--- config.mk ---
export PLATFORM = sky130hd
export DESIGN_NAME = single_wire_humidity_sensor_reader
export DESIGN_NICKNAME = d
export VERILOG_FILES = /design/src/rtl/core/swhs_pkg.sv /design/src/rtl/core/single_wire_humidity_sensor_reader.sv
export SDC_FILE = /design/constraint.sdc
export NUM_CORES = 1
export LEC_CHECK = 0
export ABC_CLOCK_PERIOD_IN_PS = 4900
export BUFFER_PORTS_ARGS = -buffer_cell sky130_fd_sc_hd__buf_2
export CORE_ASPECT_RATIO = 1.25
export CORE_UTILIZATION = 35
export DETAILED_ROUTE_END_ITERATION = 10
export PLACE_DENSITY = 0.63
export SETUP_SLACK_MARGIN = 0.4
export SYNTH_ARGS = -nofsm -noshare
export SYNTH_HDL_FRONTEND = slang
export SYNTH_SLANG_ARGS = --single-unit
--- constraint.sdc ---
create_clock -name clk -period 4.9 [get_ports clk]
set_input_delay 1.47 -clock clk [delete_from_list [all_inputs] [get_ports clk]]
set_output_delay 1.47 -clock clk [all_outputs]
set_load 0.01 [all_outputs]
--- src/rtl/core/swhs_pkg.sv ---
// Shared types and constants for the single-wire humidity sensor reader.
`timescale 1ns / 1ps

package swhs_pkg;

	typedef enum logic [1:0] {
		PH_IDLE = 2'd0,
		PH_LOW  = 2'd1,
		PH_HIGH = 2'd2,
		PH_READ = 2'd3
	} phase_t;

	typedef enum logic [2:0] {
		REG_START_LOW  = 3'd0,
		REG_START_HIGH = 3'd1,
		REG_THRESHOLD  = 3'd2,
		REG_TIMEOUT    = 3'd3,
		REG_MAX_TRANS  = 3'd4
	} reg_index_t;

	localparam logic [15:0] START_LOW_RST  = 16'd18000;
	localparam logic [7:0]  START_HIGH_RST = 8'd40;
	localparam logic [7:0]  THRESHOLD_RST  = 8'd16;
	localparam logic [7:0]  TIMEOUT_RST    = 8'd255;
	localparam logic [6:0]  MAX_TRANS_RST  = 7'd85;

	localparam logic [7:0]  LEVEL_MAX      = 8'hFF;
	localparam logic [6:0]  FIRST_DATA_TRANS = 7'd4;

endpackage

--- src/rtl/core/single_wire_humidity_sensor_reader.sv ---
// Top level of the single-wire humidity sensor reader.
`timescale 1ns / 1ps

//  channel  direction  handshake                  payload
//  s_axis   in         s_axis_tvalid/tready       tuser: cmd; tdata: pin_level
//  m_axis   out        m_axis_tvalid/tready       tdata: status, bit count, 4 data bytes
//  cfg      in         cfg_valid/cfg_ready        cfg_index, cfg_data
//
// An accepted tick yields a result the next cycle; one tick per clock unless stalled.
// The per-tick update (counters, one shift, a byte checksum) sits between the input
// transfer and the result register; s_axis_tready holds low only while a result waits
// and m_axis_tready is low. Reset puts the reader idle with the register defaults.
// cfg_ready is always high.

module single_wire_humidity_sensor_reader #(
	parameter int FRAME_BYTES = 5
) (
	input  logic        clk,
	input  logic        arst_n,
	input  logic        s_axis_tvalid,
	output logic        s_axis_tready,
	input  logic [7:0]  s_axis_tdata,  // [0] pin_level, [7:1] zero
	input  logic        s_axis_tuser,  // [0] cmd
	output logic        m_axis_tvalid,
	input  logic        m_axis_tready,
	// [0] drive_enable, [1] drive_level, [2] busy_res, [3] done_res, [4] timed_out,
	// [5] data_ok, [11:6] bits_received, [19:12] humidity_whole,
	// [27:20] humidity_fraction, [35:28] temperature_whole,
	// [43:36] temperature_fraction, [47:44] zero
	output logic [47:0] m_axis_tdata,
	input  logic        cfg_valid,
	output logic        cfg_ready,
	input  logic [2:0]  cfg_index,
	input  logic [15:0] cfg_data
);

	localparam int FRAME_BITS = 8 * FRAME_BYTES;
	localparam int BCW        = $clog2(FRAME_BITS + 1);
	localparam int HIW        = BCW - 3;

	// configuration
	logic [15:0] start_low_q;
	logic [7:0]  start_high_q;
	logic [7:0]  threshold_q;
	logic [7:0]  timeout_q;
	logic [6:0]  max_trans_q;

	// reader state
	swhs_pkg::phase_t ph_q, ph_n;
	logic [15:0]     timer_q, timer_n;
	logic [7:0]      level_q, level_n;
	logic            prev_q, prev_n;
	logic [6:0]      trans_q, trans_n;
	logic [BCW-1:0]  bits_q, bits_n;
	logic [7:0]      bytes_q [FRAME_BYTES];
	logic [7:0]      bytes_n [FRAME_BYTES];

	logic        out_valid_q;
	logic [47:0] out_data_q, out_data_n;

	logic in_xfer;
	logic cmd;
	logic pin;
	logic done;
	logic tout;
	logic ok;
	logic bit_val;
	logic [7:0] sum;
	logic [7:0] shown [4];

	assign cfg_ready     = 1'b1;
	assign s_axis_tready = !out_valid_q || m_axis_tready;
	assign in_xfer       = s_axis_tvalid && s_axis_tready;
	assign cmd           = s_axis_tuser;
	assign pin           = s_axis_tdata[0];
	assign m_axis_tvalid = out_valid_q;
	assign m_axis_tdata  = out_data_q;

	always_ff @(posedge clk or negedge arst_n) begin
		if (!arst_n) begin
			start_low_q  <= swhs_pkg::START_LOW_RST;
			start_high_q <= swhs_pkg::START_HIGH_RST;
			threshold_q  <= swhs_pkg::THRESHOLD_RST;
			timeout_q    <= swhs_pkg::TIMEOUT_RST;
			max_trans_q  <= swhs_pkg::MAX_TRANS_RST;
		end else if (cfg_valid && cfg_ready) begin
			case (cfg_index)
				swhs_pkg::REG_START_LOW:  start_low_q  <= cfg_data;
				swhs_pkg::REG_START_HIGH: start_high_q <= cfg_data[7:0];
				swhs_pkg::REG_THRESHOLD:  threshold_q  <= cfg_data[7:0];
				swhs_pkg::REG_TIMEOUT:    timeout_q    <= cfg_data[7:0];
				swhs_pkg::REG_MAX_TRANS:  max_trans_q  <= cfg_data[6:0];
				default: ;
			endcase
		end
	end

	always_comb begin
		ph_n    = ph_q;
		timer_n = timer_q;
		level_n = level_q;
		prev_n  = prev_q;
		trans_n = trans_q;
		bits_n  = bits_q;
		for (int k = 0; k < FRAME_BYTES; k++) begin
			bytes_n[k] = bytes_q[k];
		end
		done    = 1'b0;
		tout    = 1'b0;
		bit_val = level_q > threshold_q;
		if (cmd) begin
			ph_n    = swhs_pkg::PH_LOW;
			timer_n = '0;
			level_n = '0;
			prev_n  = 1'b1;
			trans_n = '0;
			bits_n  = '0;
			for (int k = 0; k < FRAME_BYTES; k++) begin
				bytes_n[k] = '0;
			end
		end else begin
			case (ph_q)
				swhs_pkg::PH_LOW: begin
					timer_n = timer_q + 16'd1;
					if (timer_n >= start_low_q) begin
						ph_n    = swhs_pkg::PH_HIGH;
						timer_n = '0;
					end
				end
				swhs_pkg::PH_HIGH: begin
					timer_n = timer_q + 16'd1;
					if (timer_n >= {8'd0, start_high_q}) begin
						ph_n    = swhs_pkg::PH_READ;
						timer_n = '0;
					end
				end
				swhs_pkg::PH_READ: begin
					if (pin == prev_q) begin
						// saturate the level count
						if (level_q != swhs_pkg::LEVEL_MAX) begin
							level_n = level_q + 8'd1;
						end
						if (level_n >= timeout_q) begin
							done = 1'b1;
							tout = 1'b1;
						end
					end else begin
						prev_n = pin;
						// shift a bit on even transitions past the preamble; drop overflow
						if (trans_q >= swhs_pkg::FIRST_DATA_TRANS && !trans_q[0]
						    && bits_q < BCW'(FRAME_BITS)) begin
							for (int k = 0; k < FRAME_BYTES; k++) begin
								if (bits_q[BCW-1:3] == HIW'(k)) begin
									bytes_n[k] = {bytes_q[k][6:0], bit_val};
								end
							end
							bits_n = bits_q + BCW'(1);
						end
						level_n = '0;
						trans_n = trans_q + 7'd1;
						if (trans_n >= max_trans_q) begin
							done = 1'b1;
						end
					end
					if (done) begin
						ph_n = swhs_pkg::PH_IDLE;
					end
				end
				default: ;
			endcase
		end

		sum = '0;
		for (int k = 0; k < FRAME_BYTES - 1; k++) begin
			sum = sum + bytes_n[k];
		end
		ok = done && (bits_n >= BCW'(FRAME_BITS)) && (bytes_n[FRAME_BYTES-1] == sum);

		for (int k = 0; k < 4; k++) begin
			shown[k] = (k < FRAME_BYTES) ? bytes_n[k % FRAME_BYTES] : 8'd0;
		end

		out_data_n        = '0;
		out_data_n[0]     = (ph_n == swhs_pkg::PH_LOW) || (ph_n == swhs_pkg::PH_HIGH);
		out_data_n[1]     = ph_n == swhs_pkg::PH_HIGH;
		out_data_n[2]     = ph_n != swhs_pkg::PH_IDLE;
		out_data_n[3]     = done;
		out_data_n[4]     = tout;
		out_data_n[5]     = ok;
		out_data_n[11:6]  = 6'(bits_n);
		out_data_n[19:12] = shown[0];
		out_data_n[27:20] = shown[1];
		out_data_n[35:28] = shown[2];
		out_data_n[43:36] = shown[3];
	end

	always_ff @(posedge clk or negedge arst_n) begin
		if (!arst_n) begin
			ph_q    <= swhs_pkg::PH_IDLE;
			timer_q <= '0;
			level_q <= '0;
			prev_q  <= 1'b1;
			trans_q <= '0;
			bits_q  <= '0;
			for (int k = 0; k < FRAME_BYTES; k++) begin
				bytes_q[k] <= '0;
			end
		end else if (in_xfer) begin
			ph_q    <= ph_n;
			timer_q <= timer_n;
			level_q <= level_n;
			prev_q  <= prev_n;
			trans_q <= trans_n;
			bits_q  <= bits_n;
			for (int k = 0; k < FRAME_BYTES; k++) begin
				bytes_q[k] <= bytes_n[k];
			end
		end
	end

	always_ff @(posedge clk or negedge arst_n) begin
		if (!arst_n) begin
			out_valid_q <= 1'b0;
		end else if (in_xfer) begin
			out_valid_q <= 1'b1;
		end else if (m_axis_tready) begin
			out_valid_q <= 1'b0;
		end
	end

	always_ff @(posedge clk) begin
		if (in_xfer) begin
			out_data_q <= out_data_n;
		end
	end

	a_done_not_busy: assert property (@(posedge clk) disable iff (!arst_n)
		out_valid_q && out_data_q[3] |-> !out_data_q[2])
		else $error("done reported while still busy");

	a_tout_with_done: assert property (@(posedge clk) disable iff (!arst_n)
		out_valid_q && (out_data_q[4] || out_data_q[5]) |-> out_data_q[3])
		else $error("timeout or data_ok without done");

	a_bits_bounded: assert property (@(posedge clk) disable iff (!arst_n)
		bits_q <= BCW'(FRAME_BITS))
		else $error("bit count past frame length");

	a_drive_hold: assert property (@(posedge clk) disable iff (!arst_n)
		!in_xfer |=> $stable(ph_q) && $stable(bits_q))
		else $error("reader state moved without an input transfer");

endmodule
==> metrics list <==
* Internal reg-to-reg setup slack: -0.12 ns
* Horiz. Die Dim: ~150 um
- Summing all multi-input logic gate instances after layout gives between 0.004 and 0.005 mm2.
- The smallest clock period supported by the final layout is computed as 5.25 ns.
- For this run, the leading register cell type out of synthesis is sky130_fd_sc_hd__dfrtp_1.
- The worst hold path was traced through 2 stages.
- Cells with a size suffix above 1 make up between 20% and 30% of the layout.
- In the routed layout, each cell is associated on average with a via count of 4.91.
- The congestion estimate from routability-driven global placement came to about 0.81.
* Clock Path Buffers: 2
- On the final layout, the worst hold slack is roughly 0.48 ns.
- Outcome: finished, violations left
- Data required time of the critical path: around 5 ns
- Type of origin of the critical path: input port
- Global Route Usage Sum: 16.2%
* Number of enable flip-flop cells after synthesis: 44
* H-tree lvl count: 4
- Number of placement rows: 67
* Synthesis Warnings: 0
- The first detailed-routing pass ran for 5 iterations.
- Post-route clock skew: roughly 0.012 ns
* Distinct cells, synth: 68
- Number of inserted filler cells in the final layout: 2,564
- Final-report max-slew violation count: 0
- Hold violation total from the final report: 0
- CTS sink cnt: about 170
- The routed layout has just over 7,000 vias.
- Remaining antenna violation count: 0
- Clock root buffer: sky130_fd_sc_hd__clkbuf_16
- Mapped Cells: approximately 960
- Count of antenna diodes in the layout: 0
* Global-route wire length before repair: about 36 mm
- Nets@finish: 1,202
- Maximum fanout count along the critical path: 5
- Once the floorplan was initialized, standard cells occupied between 30% and 40% of the core.
- The die covers between 0.02 and 0.03 mm2.
- Cell area after layout: 0.0117 mm2
- Once detailed placement completed, the half-perimeter wirelength came to about 16 mm.
* Number of buffers inserted during clock tree synthesis: 17
- Worst Setup Path Type: in2reg
- Detailed-route wire length: about 22 mm
* I/O Pins: 84
* PD cells: 318 mW/mm2
* Maximum vdd ir drop: 0.249 mV
- The library cell used most frequently in the layout, excluding fill and tap cells, is sky130_fd_sc_hd__nand2_1.
- The startpoint identified for the worst hold timing path is bytes_q[39].
- Setup violations remaining at the end of the flow were counted as 1.
- Entering global routing, the biggest net connects 79 pins.
- After synthesis, the share of flip-flops with an asynchronous set or reset is roughly 74%.
- Setup slack on the critical path of the routed design comes to -0.351 ns.
* Std-Cell Core Area: 0.0271 mm2
* Violation count after the first detailed-route iteration: around 260
* Placed Instance Area: about 0.011 mm2
- DRC violation count after routing: 0
* Sort of element at the end of the critical path: flip-flop
* Area occupied by registers: between 0.004 and 0.005 mm2
- Antenna violations before repair: 1
- After global routing the overflow that remains totals 0.
* Clock input transition at the sequential cells of the worst setup and hold paths: roughly 0.06 ns
- Relative slew margins: between 40% and 50%
- In this run the vertical extent of the chip is 188 um.
- Avg WL per Cell: 15.1 um
* Number of buffers inserted by port buffering: approximately 70
* Setup repair after global routing missed its margin: yes
* Post-Synthesis Cell Area: 0.00971 mm2
- Maximum clock rate: 190 MHz
- Worst reg-to-reg path cell count: 22
- The final reports fail on setup timing.
- Static leakage power: 0.00561 uW
* Count of state elements after synthesis: 172
- Clock latency on the worst-skew pair, taken at its later pin, is between 0.4 and 0.5 ns.
* Average cell area after synthesis: between 10 and 15 um2
- The endpoint identified for the worst register-to-register timing path is m_axis_tdata[5].
- At the pin with the least slew margin, the transition time is between 0.8 and 0.9 ns.
- After layout, the worst path uses 107% of the clock period.
- Most used cells in the layout excluding fill and tap cells: sky130_fd_sc_hd__nand2_1, sky130_fd_sc_hd__dfrtp_1, sky130_fd_sc_hd__buf_4
- Data arrives at the worst endpoint at 5.50 ns.
- Layout overhead on the synthesized area: 20.3%
- Max-cap violations in this run came to 0.
- Class of the most critical hold timing path: reg2reg
- Critical register-to-register path startpoint: threshold_q[4]
- Sequential fraction of the synthesis area: a little under half
* Endpoint with the worst hold slack: bytes_q[39]
- TritonCTS built the clock tree.
* Vias in the first global route: about 7,000
through the flow:
stage	total power, uW	setup slack, ns	TNS (ns)	utilization (%)	instances
finish	3710	-0.351	-0.351	43.2	1452
global route	3920	-0.559	-0.559	43.2	1452
CTS	3770	-0.343	-0.343	43.2	1452
detailed placement	2400	-0.998	-0.998	40.8	1420
global placement	2370	-0.942	-0.942	40.8	1420
floorplan	2160	-0.563	-0.563	-	959
area by class of cell:
type / count / area share, %
clock buffers: 23 / 4.45
clock inverters: 9 / 0.578
inverters: 86 / 2.76
multi-input cells: 661 / 40.9
flip-flops and latches: 172 / 38.9
well taps: 345 / 3.69
repair buffers: 156 / 8.71
sequential cells by signal (all words and copies together) (netlist names), 2 cells and up:
register	flops
m_axis_tdata	44
bytes_q	40
start_low_q	16
timer_q	16
level_q	8
start_high_q	8
threshold_q	8
timeout_q	8
max_trans_q	7
trans_q	7
bits_q	6
ph_q	2
repair_timing:
| item | 4_1_cts | 5_1_grt |
|---|---|---|
| setup buffers | 0 | 0 |
| endpoints found under the setup margin | 1 | 1 |
| hold buffers | 0 | 0 |
| pin swaps | 2 | 0 |
| gates resized for setup | 13 | 0 |
| gates cloned | 0 | 0 |
worst max-delay path by stage:
stage	startpoint	slack, ns	cells past startpoint	end
global route	s_axis_tdata[0]	-0.56	21	m_axis_tdata[5]
global placement	s_axis_tdata[0]	-0.94	19	m_axis_tdata[5]
detailed placement	s_axis_tdata[0]	-1.0	19	m_axis_tdata[5]
CTS	s_axis_tdata[0]	-0.34	20	m_axis_tdata[5]
floorplan	s_axis_tdata[0]	-0.56	19	m_axis_tdata[5]
finish	s_axis_tdata[0]	-0.35	20	m_axis_tdata[5]
critical path, stage by stage:
cell and delay, ns:
sky130_fd_sc_hd__buf_8 0.11, sky130_fd_sc_hd__xnor2_4 0.13, sky130_fd_sc_hd__a211oi_4 0.21, sky130_fd_sc_hd__nor3b_2 0.20
sky130_fd_sc_hd__buf_4 0.18, sky130_fd_sc_hd__mux2i_1 0.08, sky130_fd_sc_hd__or2_4 0.24, sky130_fd_sc_hd__fa_1 0.46
sky130_fd_sc_hd__fa_1 0.51, sky130_fd_sc_hd__inv_2 0.05, sky130_fd_sc_hd__ha_4 0.16, sky130_fd_sc_hd__fa_2 0.35
sky130_fd_sc_hd__a21o_1 0.17, sky130_fd_sc_hd__a21oi_2 0.15, sky130_fd_sc_hd__o21bai_1 0.09, sky130_fd_sc_hd__a21oi_1 0.15
sky130_fd_sc_hd__xnor2_1 0.14, sky130_fd_sc_hd__xnor3_1 0.27, sky130_fd_sc_hd__xnor2_2 0.16, sky130_fd_sc_hd__nor4b_2 0.21
logic make-up (layout without fill, tap and decap cells):
logic type	count (synthesis)	count (layout)	synth area share, %
adder cells (fa/ha/maj)	75	75	10.7
buffers and inverters	126	274	5.11
AND/OR/NAND/NOR	290	290	13.8
flip-flops	172	172	46.9
AO/OA/AOI/OAI	187	187	12.8
XOR/XNOR	44	44	4.11
other	2	5	0.0773
multiplexers	60	60	6.53
layer usage:
metal | share of wire (%) | track usage, %
met5 | 0 | 0
met4 | 1.6 | 5.04
met3 | 2.6 | 2.52
met2 | 50 | 27.5
met1 | 46 | 20.8
power by group:
part / switching (uW) / total, uW / internal (uW)
registers: 69.3 / 1700 / 1630
clock network: 596 / 1350 / 759
logic: 383 / 661 / 278
synth_stat cells, types with 3 or more instances:
cell | n | share of area, %
sky130_fd_sc_hd__or3_1 | 4 | 0.26
sky130_fd_sc_hd__o31ai_1 | 22 | 1.7
sky130_fd_sc_hd__clkbuf_1 | 29 | 1.1
sky130_fd_sc_hd__a22oi_1 | 8 | 0.62
sky130_fd_sc_hd__mux2i_1 | 42 | 4.3
sky130_fd_sc_hd__o21ai_0 | 74 | 3.8
sky130_fd_sc_hd__nand2_1 | 138 | 5.3
sky130_fd_sc_hd__or2_2 | 11 | 0.71
sky130_fd_sc_hd__mux2_2 | 17 | 2.0
sky130_fd_sc_hd__dfrtp_1 | 107 | 28
sky130_fd_sc_hd__buf_4 | 5 | 0.39
sky130_fd_sc_hd__buf_2 | 3 | 0.15
sky130_fd_sc_hd__fa_1 | 14 | 2.9
sky130_fd_sc_hd__a21oi_1 | 22 | 1.1
sky130_fd_sc_hd__a22o_1 | 22 | 2.0
sky130_fd_sc_hd__nand3_1 | 24 | 1.2
sky130_fd_sc_hd__inv_1 | 85 | 3.3
sky130_fd_sc_hd__nor2b_1 | 6 | 0.39
sky130_fd_sc_hd__xor2_1 | 14 | 1.3
sky130_fd_sc_hd__nand2b_1 | 10 | 0.64
sky130_fd_sc_hd__edfxtp_1 | 44 | 14
sky130_fd_sc_hd__dfstp_2 | 21 | 5.7
sky130_fd_sc_hd__nor2_1 | 59 | 2.3
sky130_fd_sc_hd__xnor2_1 | 29 | 2.6
sky130_fd_sc_hd__a21o_1 | 13 | 1.0
sky130_fd_sc_hd__ha_1 | 61 | 7.9
sky130_fd_sc_hd__nor3b_1 | 4 | 0.31
sky130_fd_sc_hd__a211oi_1 | 4 | 0.31
sky130_fd_sc_hd__nand4_1 | 6 | 0.39
sky130_fd_sc_hd__nor3_1 | 6 | 0.31
sky130_fd_sc_hd__and3_1 | 5 | 0.32
sky130_fd_sc_hd__nor4_1 | 5 | 0.32
Power figures use the tool's default switching activity.
